[src/hw/rtl/vwap_position_in_range_defines.svh]
// Assertion helpers for the VWAP position block.
`ifndef VWAP_POSITION_IN_RANGE_DEFINES_SVH
`define VWAP_POSITION_IN_RANGE_DEFINES_SVH

// Same-cycle implication, checked out of reset.
`define VPR_ASSERT_IMPL(label, clk, rstn, ante, cons) \
    label: assert property (@(posedge clk) disable iff (!rstn) (ante) |-> (cons)) \
        else $error("vwap_position_in_range: assertion failed");

// Next-cycle implication, checked out of reset.
`define VPR_ASSERT_NEXT(label, clk, rstn, ante, cons) \
    label: assert property (@(posedge clk) disable iff (!rstn) (ante) |=> (cons)) \
        else $error("vwap_position_in_range: assertion failed");

`endif

[src/hw/rtl/vpr_pkg.sv]
package vpr_pkg;

    localparam int IN_BITS   = 24;  // width of every price and volume field
    localparam int WSUM_BITS = 64;  // price * volume accumulator
    localparam int VSUM_BITS = 40;  // volume accumulator
    localparam int VOL_HALF  = VSUM_BITS / 2;
    localparam int POS_BITS  = 18;

    localparam logic [POS_BITS-1:0] POS_MAX     = {1'b0, {(POS_BITS-1){1'b1}}};
    localparam logic [POS_BITS-1:0] POS_MIN_MAG = {1'b1, {(POS_BITS-1){1'b0}}};

    typedef struct packed {
        logic [IN_BITS-1:0] high_price;
        logic               high_ok;
        logic [IN_BITS-1:0] low_price;
        logic               low_ok;
        logic [IN_BITS-1:0] vwap_price;
        logic               vwap_ok;
        logic [IN_BITS-1:0] traded_volume;
        logic               volume_ok;
        logic               session_end;
    } in_t;

    typedef struct packed {
        logic signed [POS_BITS-1:0] position;
        logic                       position_ok;
    } out_t;

    typedef struct packed {
        logic       accumulate;
        logic       clear;
        logic       mul_en;
        logic [1:0] mul_phase;
        logic       prep;
        logic       div_step;
        logic       load_out;
    } cmd_t;

    typedef struct packed {
        logic calc_ok;
    } sts_t;

endpackage

[src/hw/rtl/vpr_datapath.sv]
module vpr_datapath #(
    parameter int PRICE_BITS = 24,
    parameter int FRAC_BITS  = 16
) (
    input  logic          aclk,
    input  logic          aresetn,
    input  vpr_pkg::in_t  s_data,
    input  vpr_pkg::cmd_t cmd,
    output vpr_pkg::sts_t sts,
    output vpr_pkg::out_t m_data
);

    localparam int WB       = vpr_pkg::WSUM_BITS;
    localparam int VB       = vpr_pkg::VSUM_BITS;
    localparam int HB       = vpr_pkg::VOL_HALF;
    localparam int PB       = vpr_pkg::POS_BITS;
    localparam int DIV_BITS = WB + FRAC_BITS;
    localparam int MUL_BITS = PRICE_BITS + HB;
    localparam int ACC_BITS = PRICE_BITS + vpr_pkg::IN_BITS;

    logic [PRICE_BITS-1:0] max_high_reg, max_high_next;
    logic                  high_seen_reg, high_seen_next;
    logic [PRICE_BITS-1:0] min_low_reg, min_low_next;
    logic                  low_seen_reg, low_seen_next;
    logic [WB-1:0]         wsum_reg, wsum_next;
    logic [VB-1:0]         vsum_reg, vsum_next;

    logic [WB-1:0]         lv_reg, lv_next;
    logic [WB-1:0]         den_reg, den_next;
    logic [DIV_BITS-1:0]   num_reg, num_next;
    logic [WB-1:0]         rem_reg, rem_next;
    logic [PB-1:0]         quo_reg, quo_next;
    logic                  ovf_reg, ovf_next;
    logic                  neg_reg, neg_next;
    vpr_pkg::out_t         out_reg, out_next;

    logic [PRICE_BITS-1:0] h, l, vw;
    logic [vpr_pkg::IN_BITS-1:0] v;
    logic [ACC_BITS-1:0]   prod_w;
    logic [PRICE_BITS-1:0] range_w;
    logic [PRICE_BITS-1:0] mul_a;
    logic [HB-1:0]         mul_b;
    logic [MUL_BITS-1:0]   mul_p;
    logic [WB-1:0]         addend;
    logic [WB:0]           trial;
    logic                  ge;
    logic                  calc_ok;
    logic                  big;

    assign h  = s_data.high_price[PRICE_BITS-1:0];
    assign l  = s_data.low_price[PRICE_BITS-1:0];
    assign vw = s_data.vwap_price[PRICE_BITS-1:0];
    assign v  = s_data.traded_volume;

    assign prod_w  = ACC_BITS'(vw) * ACC_BITS'(v);
    assign range_w = max_high_reg - min_low_reg;

    // shared multiplier: L*vol then (H-L)*vol, low half of vol first
    assign mul_a  = cmd.mul_phase[1] ? range_w : min_low_reg;
    assign mul_b  = cmd.mul_phase[0] ? vsum_reg[VB-1:HB] : vsum_reg[HB-1:0];
    assign mul_p  = MUL_BITS'(mul_a) * MUL_BITS'(mul_b);
    assign addend = WB'(mul_p) << HB;

    assign trial = {rem_reg, num_reg[DIV_BITS-1]};
    assign ge    = trial >= {1'b0, den_reg};

    assign calc_ok = high_seen_reg && low_seen_reg && (max_high_reg > min_low_reg)
                     && (vsum_reg != '0);
    assign sts.calc_ok = calc_ok;

    always_comb begin
        max_high_next  = max_high_reg;
        high_seen_next = high_seen_reg;
        min_low_next   = min_low_reg;
        low_seen_next  = low_seen_reg;
        wsum_next      = wsum_reg;
        vsum_next      = vsum_reg;
        lv_next        = lv_reg;
        den_next       = den_reg;
        num_next       = num_reg;
        rem_next       = rem_reg;
        quo_next       = quo_reg;
        ovf_next       = ovf_reg;
        neg_next       = neg_reg;
        out_next       = out_reg;
        big            = 1'b0;

        if (cmd.accumulate) begin
            if (s_data.high_ok && (!high_seen_reg || h > max_high_reg)) begin
                max_high_next  = h;
                high_seen_next = 1'b1;
            end
            if (s_data.low_ok && (!low_seen_reg || l < min_low_reg)) begin
                min_low_next  = l;
                low_seen_next = 1'b1;
            end
            if (s_data.vwap_ok && s_data.volume_ok && v != '0) begin
                wsum_next = wsum_reg + WB'(prod_w);
                vsum_next = vsum_reg + VB'(v);
            end
        end

        if (cmd.mul_en) begin
            unique case (cmd.mul_phase)
                2'd0: lv_next = WB'(mul_p);
                2'd1: lv_next = lv_reg + addend;
                2'd2: den_next = WB'(mul_p);
                default: den_next = den_reg + addend;
            endcase
        end

        if (cmd.prep) begin
            neg_next = wsum_reg < lv_reg;
            num_next = {(wsum_reg < lv_reg) ? (lv_reg - wsum_reg) : (wsum_reg - lv_reg),
                        {FRAC_BITS{1'b0}}};
            rem_next = '0;
            quo_next = '0;
            ovf_next = 1'b0;
        end

        // restoring divide, one numerator bit per step
        if (cmd.div_step) begin
            rem_next = ge ? WB'(trial - {1'b0, den_reg}) : trial[WB-1:0];
            num_next = num_reg << 1;
            quo_next = {quo_reg[PB-2:0], ge};
            ovf_next = ovf_reg | quo_reg[PB-1];
        end

        if (cmd.load_out) begin
            out_next.position_ok = calc_ok;
            if (!calc_ok) begin
                out_next.position = '0;
            end else if (neg_reg) begin
                big = ovf_reg || quo_reg > vpr_pkg::POS_MIN_MAG;
                out_next.position = big ? vpr_pkg::POS_MIN_MAG : PB'('0 - quo_reg);
            end else begin
                big = ovf_reg || quo_reg > vpr_pkg::POS_MAX;
                out_next.position = big ? vpr_pkg::POS_MAX : quo_reg;
            end
        end

        if (cmd.clear) begin
            max_high_next  = '0;
            high_seen_next = 1'b0;
            min_low_next   = '1;
            low_seen_next  = 1'b0;
            wsum_next      = '0;
            vsum_next      = '0;
        end
    end

    always_ff @(posedge aclk) begin
        if (!aresetn) begin
            max_high_reg  <= '0;
            high_seen_reg <= 1'b0;
            min_low_reg   <= '1;
            low_seen_reg  <= 1'b0;
            wsum_reg      <= '0;
            vsum_reg      <= '0;
        end else begin
            max_high_reg  <= max_high_next;
            high_seen_reg <= high_seen_next;
            min_low_reg   <= min_low_next;
            low_seen_reg  <= low_seen_next;
            wsum_reg      <= wsum_next;
            vsum_reg      <= vsum_next;
        end
    end

    always_ff @(posedge aclk) begin
        lv_reg  <= lv_next;
        den_reg <= den_next;
        num_reg <= num_next;
        rem_reg <= rem_next;
        quo_reg <= quo_next;
        ovf_reg <= ovf_next;
        neg_reg <= neg_next;
        out_reg <= out_next;
    end

    assign m_data = out_reg;

endmodule

[src/hw/rtl/vpr_ctrl.sv]
module vpr_ctrl #(
    parameter int FRAC_BITS = 16
) (
    input  logic          aclk,
    input  logic          aresetn,
    input  logic          s_valid,
    input  logic          session_end,
    output logic          s_ready,
    output logic          m_valid,
    input  logic          m_ready,
    input  vpr_pkg::sts_t sts,
    output vpr_pkg::cmd_t cmd
);

    localparam int DIV_STEPS = vpr_pkg::WSUM_BITS + FRAC_BITS;
    localparam int CNT_W     = $clog2(DIV_STEPS);

    localparam logic [2:0] ST_IDLE = 3'd0;
    localparam logic [2:0] ST_MUL  = 3'd1;
    localparam logic [2:0] ST_PREP = 3'd2;
    localparam logic [2:0] ST_DIV  = 3'd3;
    localparam logic [2:0] ST_DONE = 3'd4;

    logic [2:0]       state_reg, state_next;
    logic [1:0]       phase_reg, phase_next;
    logic [CNT_W-1:0] cnt_reg, cnt_next;
    logic             m_valid_reg, m_valid_next;

    always_comb begin
        state_next = state_reg;
        phase_next = phase_reg;
        cnt_next   = cnt_reg;
        cmd        = '0;
        s_ready    = 1'b0;
        cmd.mul_phase = phase_reg;

        unique case (state_reg)
            ST_IDLE: begin
                s_ready = 1'b1;
                if (s_valid) begin
                    cmd.accumulate = 1'b1;
                    if (session_end) begin
                        state_next = ST_MUL;
                        phase_next = 2'd0;
                    end
                end
            end
            ST_MUL: begin
                // nothing to divide when the range or volume is empty
                if (!sts.calc_ok) begin
                    state_next = ST_DONE;
                end else begin
                    cmd.mul_en = 1'b1;
                    phase_next = phase_reg + 2'd1;
                    if (phase_reg == 2'd3) begin
                        state_next = ST_PREP;
                    end
                end
            end
            ST_PREP: begin
                cmd.prep   = 1'b1;
                cnt_next   = '0;
                state_next = ST_DIV;
            end
            ST_DIV: begin
                cmd.div_step = 1'b1;
                cnt_next     = cnt_reg + 1'b1;
                if (cnt_reg == CNT_W'(DIV_STEPS - 1)) begin
                    state_next = ST_DONE;
                end
            end
            ST_DONE: begin
                if (!m_valid_reg || m_ready) begin
                    cmd.load_out = 1'b1;
                    cmd.clear    = 1'b1;
                    state_next   = ST_IDLE;
                end
            end
            default: begin
                state_next = ST_IDLE;
            end
        endcase

        m_valid_next = cmd.load_out ? 1'b1 : (m_ready ? 1'b0 : m_valid_reg);
    end

    always_ff @(posedge aclk) begin
        if (!aresetn) begin
            state_reg   <= ST_IDLE;
            phase_reg   <= '0;
            cnt_reg     <= '0;
            m_valid_reg <= 1'b0;
        end else begin
            state_reg   <= state_next;
            phase_reg   <= phase_next;
            cnt_reg     <= cnt_next;
            m_valid_reg <= m_valid_next;
        end
    end

    assign m_valid = m_valid_reg;

endmodule

[src/hw/rtl/vwap_position_in_range.sv]
// Position of the session VWAP inside the session high-low range, signed Q1.16.
// Intervals are taken one per cycle while the block accumulates. The request
// flagged session_end closes the session: the block then stops taking requests
// while a shared PRICE_BITS x 20 multiplier forms L*vol and vol*(H-L) in four
// passes and a one-bit-per-cycle restoring divider produces the quotient. A
// session with no usable range or volume skips that work and holds off requests
// only until its zero result is loaded. The result sits in an output register,
// so the next session can start while it waits to be taken.
`include "vwap_position_in_range_defines.svh"

module vwap_position_in_range #(
    parameter int PRICE_BITS = 24,
    parameter int FRAC_BITS  = 16
) (
    input  logic          aclk,
    input  logic          aresetn,
    input  logic          s_valid,
    output logic          s_ready,
    input  vpr_pkg::in_t  s_data,
    output logic          m_valid,
    input  logic          m_ready,
    output vpr_pkg::out_t m_data
);

    vpr_pkg::cmd_t cmd;
    vpr_pkg::sts_t sts;
    logic          end_taken;
    logic          nan_out;

    vpr_ctrl #(
        .FRAC_BITS(FRAC_BITS)
    ) u_ctrl (
        .aclk       (aclk),
        .aresetn    (aresetn),
        .s_valid    (s_valid),
        .session_end(s_data.session_end),
        .s_ready    (s_ready),
        .m_valid    (m_valid),
        .m_ready    (m_ready),
        .sts        (sts),
        .cmd        (cmd)
    );

    vpr_datapath #(
        .PRICE_BITS(PRICE_BITS),
        .FRAC_BITS (FRAC_BITS)
    ) u_datapath (
        .aclk   (aclk),
        .aresetn(aresetn),
        .s_data (s_data),
        .cmd    (cmd),
        .sts    (sts),
        .m_data (m_data)
    );

    assign end_taken = s_valid && s_ready && s_data.session_end;
    assign nan_out   = m_valid && !m_data.position_ok;

    `VPR_ASSERT_NEXT(a_load_gives_valid, aclk, aresetn, cmd.load_out, m_valid)
    `VPR_ASSERT_NEXT(a_end_stalls_input, aclk, aresetn, end_taken, !s_ready)
    `VPR_ASSERT_IMPL(a_nan_reads_zero, aclk, aresetn, nan_out, m_data.position == '0)

endmodule
[config.mk]
export PLATFORM = sky130hd
export DESIGN_NAME = vwap_position_in_range
export DESIGN_NICKNAME = d
export VERILOG_FILES = /design/src/hw/rtl/vpr_pkg.sv /design/src/hw/rtl/vpr_datapath.sv /design/src/hw/rtl/vpr_ctrl.sv /design/src/hw/rtl/vwap_position_in_range.sv
export VERILOG_INCLUDE_DIRS = /design/src /design/src/hw/rtl
export SDC_FILE = /design/constraint.sdc
export NUM_CORES = 2
export LEC_CHECK = 0
export ABC_AREA = 0
export ABC_CLOCK_PERIOD_IN_PS = 11900
export BUFFER_PORTS_ARGS = -buffer_cell sky130_fd_sc_hd__clkbuf_2
export CORE_MARGIN = 5
export CORE_UTILIZATION = 58
export DETAILED_ROUTE_END_ITERATION = 7
export GPL_TIMING_DRIVEN = 0
export PLACE_DENSITY = 0.73
export SLEW_MARGIN = 5
export SYNTH_ARGS = -nofsm -noshare
export SYNTH_HDL_FRONTEND = slang
export SYNTH_SLANG_ARGS = --single-unit
[constraint.sdc]
create_clock -name aclk -period 11.9 [get_ports aclk]
set_input_delay 2.38 -clock aclk [delete_from_list [all_inputs] [get_ports aclk]]
set_output_delay 2.38 -clock aclk [all_outputs]
set_load 0.03 [all_outputs]
==> flow_summary_export.csv <==
group,metric,value,unit
clock_network,cts_buffer_depth,3,
route,firstDrtPassIters,6,
setup_path,cp_data_arrival_time,12.22,ns
floorplanning,die_h,365,µm
logic_synthesis,netlist_top_cells_area,"fa_1 25%, ha_1 12%, edfxtp_1 12%",
sta,setup_viol,0,
setup_path,r2r_end,"u_datapath.lv_reg[63]$_SDFFCE_PN0P_",
logic_synthesis,netlist_instances,8611,
clock_network,hold_buffers,0,
global_routing,grt_pass1_vias,63295,
clock_network,root_buffer,"clkbuf_16",
outcome,outcome,"complete, but fails checks",
logic_synthesis,postSynthAreaPerCell,8.47,µm²
route,first_iter_violations,5593,
placed_design,place_inst,10395,
outcome,violations,"max-capacitance violations",
placed_design,port_buffers,125,
route,avgRoutedWirePerCell,23.0,µm
route,post_drt_via_cell_ratio,6.04,
logic_synthesis,synth_seq_area_share,16.7,%
placed_design,dpl.hpwl,198000,µm
logic_synthesis,yosysTopAreaCell,"fa_1",
floorplanning,start_util,58.3,%
setup_path,reg2reg_depth,42,
min_path,hp-start,"u_datapath.wsum_reg[62]$_SDFFE_PP0P_",
placed_design,gp_congestion,1.00,
clock_network,cts_buffers,57,
global_routing,grt_remaining_overflow,0,
floorplanning,fp.dieArea,133000,µm²
setup_path,critPathBufInv,11,
setup_path,reg2reg_from,"u_ctrl.phase_reg[0]$_SDFFE_PN0P_",
min_path,worstHoldPathType,"reg -> reg",
sta,relSlewSlack,1.14,%
floorplanning,io_pins,126,
min_path,holdPathEnd,"u_datapath.wsum_reg[62]$_SDFFE_PP0P_",
final_layout,final_cells,10539,
sta,post-route-min-period,11.78,ns
global_routing,grtUsageTotal,35.8,%
logic_synthesis,syn_area,73000,µm²
clock_network,cts_tree,"built",
logic_synthesis,synth_common_cells,"1340 x inv_1, 1030 x nand2_1, 929 x fa_1",
setup_path,critical_path_cell_count,42,
floorplanning,core,125000,µm²
setup_path,slowest_delay,0.68,ns
logic_synthesis,yosys_register_bits,462,
sta,finClkSkew,0.0804,ns
clock_network,clk_pin_slew,0.06,ns
sta,max_freq,84.9,MHz
final_layout,final_nets,10592,
floorplanning,die_x,365,µm
global_routing,antenna_found_initial,6,
setup_path,startpoint_type,"flip-flop",
setup_path,crit_path_end_kind,"flip-flop",
setup_path,crit_path_top_delay_cell,"clkbuf_1",
global_routing,grt_pass1_wl,365000,µm
setup_path,critPathKind,"reg -> reg",
final_layout,syn_to_final_growth,8.62,%
sta,worstMarginPinSlew,1.44,ns
route,wl,242000,µm
logic_synthesis,async_flop_share,0,%
clock_network,cts.sinks,462,
setup_path,crit_family,"adder cells",
min_path,hold_depth,2,
logic_synthesis,synth_edf_count,295,
setup_path,crit_fanout,10,
clock_network,clock_latency,0.70,ns
global_routing,grt_max_degree,83,
clock_network,cts_htree_levels,2,
sta,drv_slew,0,
sta,min_period_over_period,99.0,%
logic_synthesis,yosys_warnings,0,
setup_path,worst_ep_required_time,12.34,ns
setup_path,rrSetupSlack,0.12,ns
floorplanning,rows,130,
logic_synthesis,ys.flop_type,"edfxtp_1",
logic_synthesis,synth_most_common_cell,"inv_1",
route,drc,0,
logic_synthesis,synth_cell_types,93,
logic_synthesis,synth_nets,10364,
sta,final-hold-violation-count,0,
final_layout,layout-drive-gt1-share,6.11,%
logic_synthesis,synth_top_area_share,25.5,%
route,via_count,63614,
route,antenna_left,0,
flow_run,maxCapViolCount,1,
-- cells in the final DEF (no fill, tap or decap), types with 50 or more instances in the layout --
cell and n:
a21o_1 272, nor3_1 58, ha_1 701, o211ai_1 53, a21oi_1 604, a31oi_1 50
nor2_1 708, nand4_1 97, inv_1 1333, o21ai_0 280, nand3_1 96, clkbuf_1 340
fa_1 927, and3_1 60, o21bai_1 67, clkbuf_16 58, nand2_1 1028, xnor2_1 193
nand2b_1 62, and2_1 278, edfxtp_1 295, mux2i_1 74, nor2b_1 61, dfxtp_1 166
xor2_1 119, clkbuf_2 130
-- worst max-delay path by stage --
stage,start,end,slack [ns]
2_1_floorplan,u_datapath.max_high_reg[0]$_SDFFE_PP0P_,u_datapath.lv_reg[55]$_SDFFCE_PN0P_,1.10
3_3_place_gp,u_datapath.max_high_reg[0]$_SDFFE_PP0P_,u_datapath.lv_reg[63]$_SDFFCE_PN0P_,-1.72
3_5_place_dp,u_datapath.max_high_reg[0]$_SDFFE_PP0P_,u_datapath.lv_reg[63]$_SDFFCE_PN0P_,-1.96
4_1_cts,u_datapath.min_low_reg[1]$_SDFFE_PP1P_,u_datapath.den_reg[62]$_SDFFCE_PP0P_,-0.02
5_1_grt,u_datapath.max_high_reg[0]$_SDFFE_PP0P_,u_datapath.lv_reg[63]$_SDFFCE_PN0P_,-0.21
6_report,u_ctrl.phase_reg[0]$_SDFFE_PN0P_,u_datapath.lv_reg[63]$_SDFFCE_PN0P_,0.12
-- per-stage QoR --
| step | setup slack (ns) | TNS, ns | cell area [µm²] | hold WS (ns) | util, % |
|---|---|---|---|---|---|
| final | 0.119 | 0 | 79300 | 0.502 | 63.3 |
| after global routing | -0.214 | -1.34 | 79200 | 0.532 | 63.3 |
| after CTS | -0.0229 | -0.0417 | 78300 | 0.501 | 62.6 |
| after detailed placement | -1.96 | -42.24 | 75800 | 0.493 | 60.5 |
| after global placement | -1.72 | -34.01 | 75700 | 0.474 | 60.4 |
| after floorplan | 1.10 | 0 | 73000 | 0.449 | - |
-- worst min-delay path: stages, from the launching register on --
cell,delay [ns]
dfxtp_1,0.33
nand2_1,0.07
mux2i_1,0.06
-- cells by family after synthesis --
logic type                 synth area share, %
AOI/OAI and AO/OA                         14.4
DFF                                       16.7
xor gates and xnor gates                  4.08
muxes                                     1.74
and+or+nand+nor                           16.2
adders and majority gates                 37.8
buffers and inverters                     9.10
-- layout make-up --
type                       count  area (µm²)
antenna                        3        7.51
buffer                       404        1640
clock buffer                  73        1600
clock inverter                33         435
fill                       11083       46000
inverter                    1342        5050
multi-input combinational   6395       55200
sequential                   462       12200
tap                         1650        2060
timing repair buffer         177        1110
-- per-layer routing --
metal / GRT usage, % / up-vias / routed length (µm) / part of all wire, %
met5: 0 / - / 0 / 0
met2: 57.9 / 2786 / 111000 / 46
met1: 46.0 / 31494 / 94800 / 39
met4: 20.8 / 0 / 17000 / 7.0
met3: 5.42 / 751 / 19400 / 8.0
li1: - / 28583 / - / -
-- repair_timing --
| action | in CTS | in global routing |
|---|---|---|
| gates resized for setup | 87 | 123 |
| endpoints found under the setup margin | 37 | 30 |
| endpoints found under the hold margin | 0 | 0 |
| setup buffers | 9 | 34 |
| pin swaps | 11 | 36 |
Power is not shown: default switching activity piles up to over one toggle a cycle in this logic, so the estimate is an artifact.
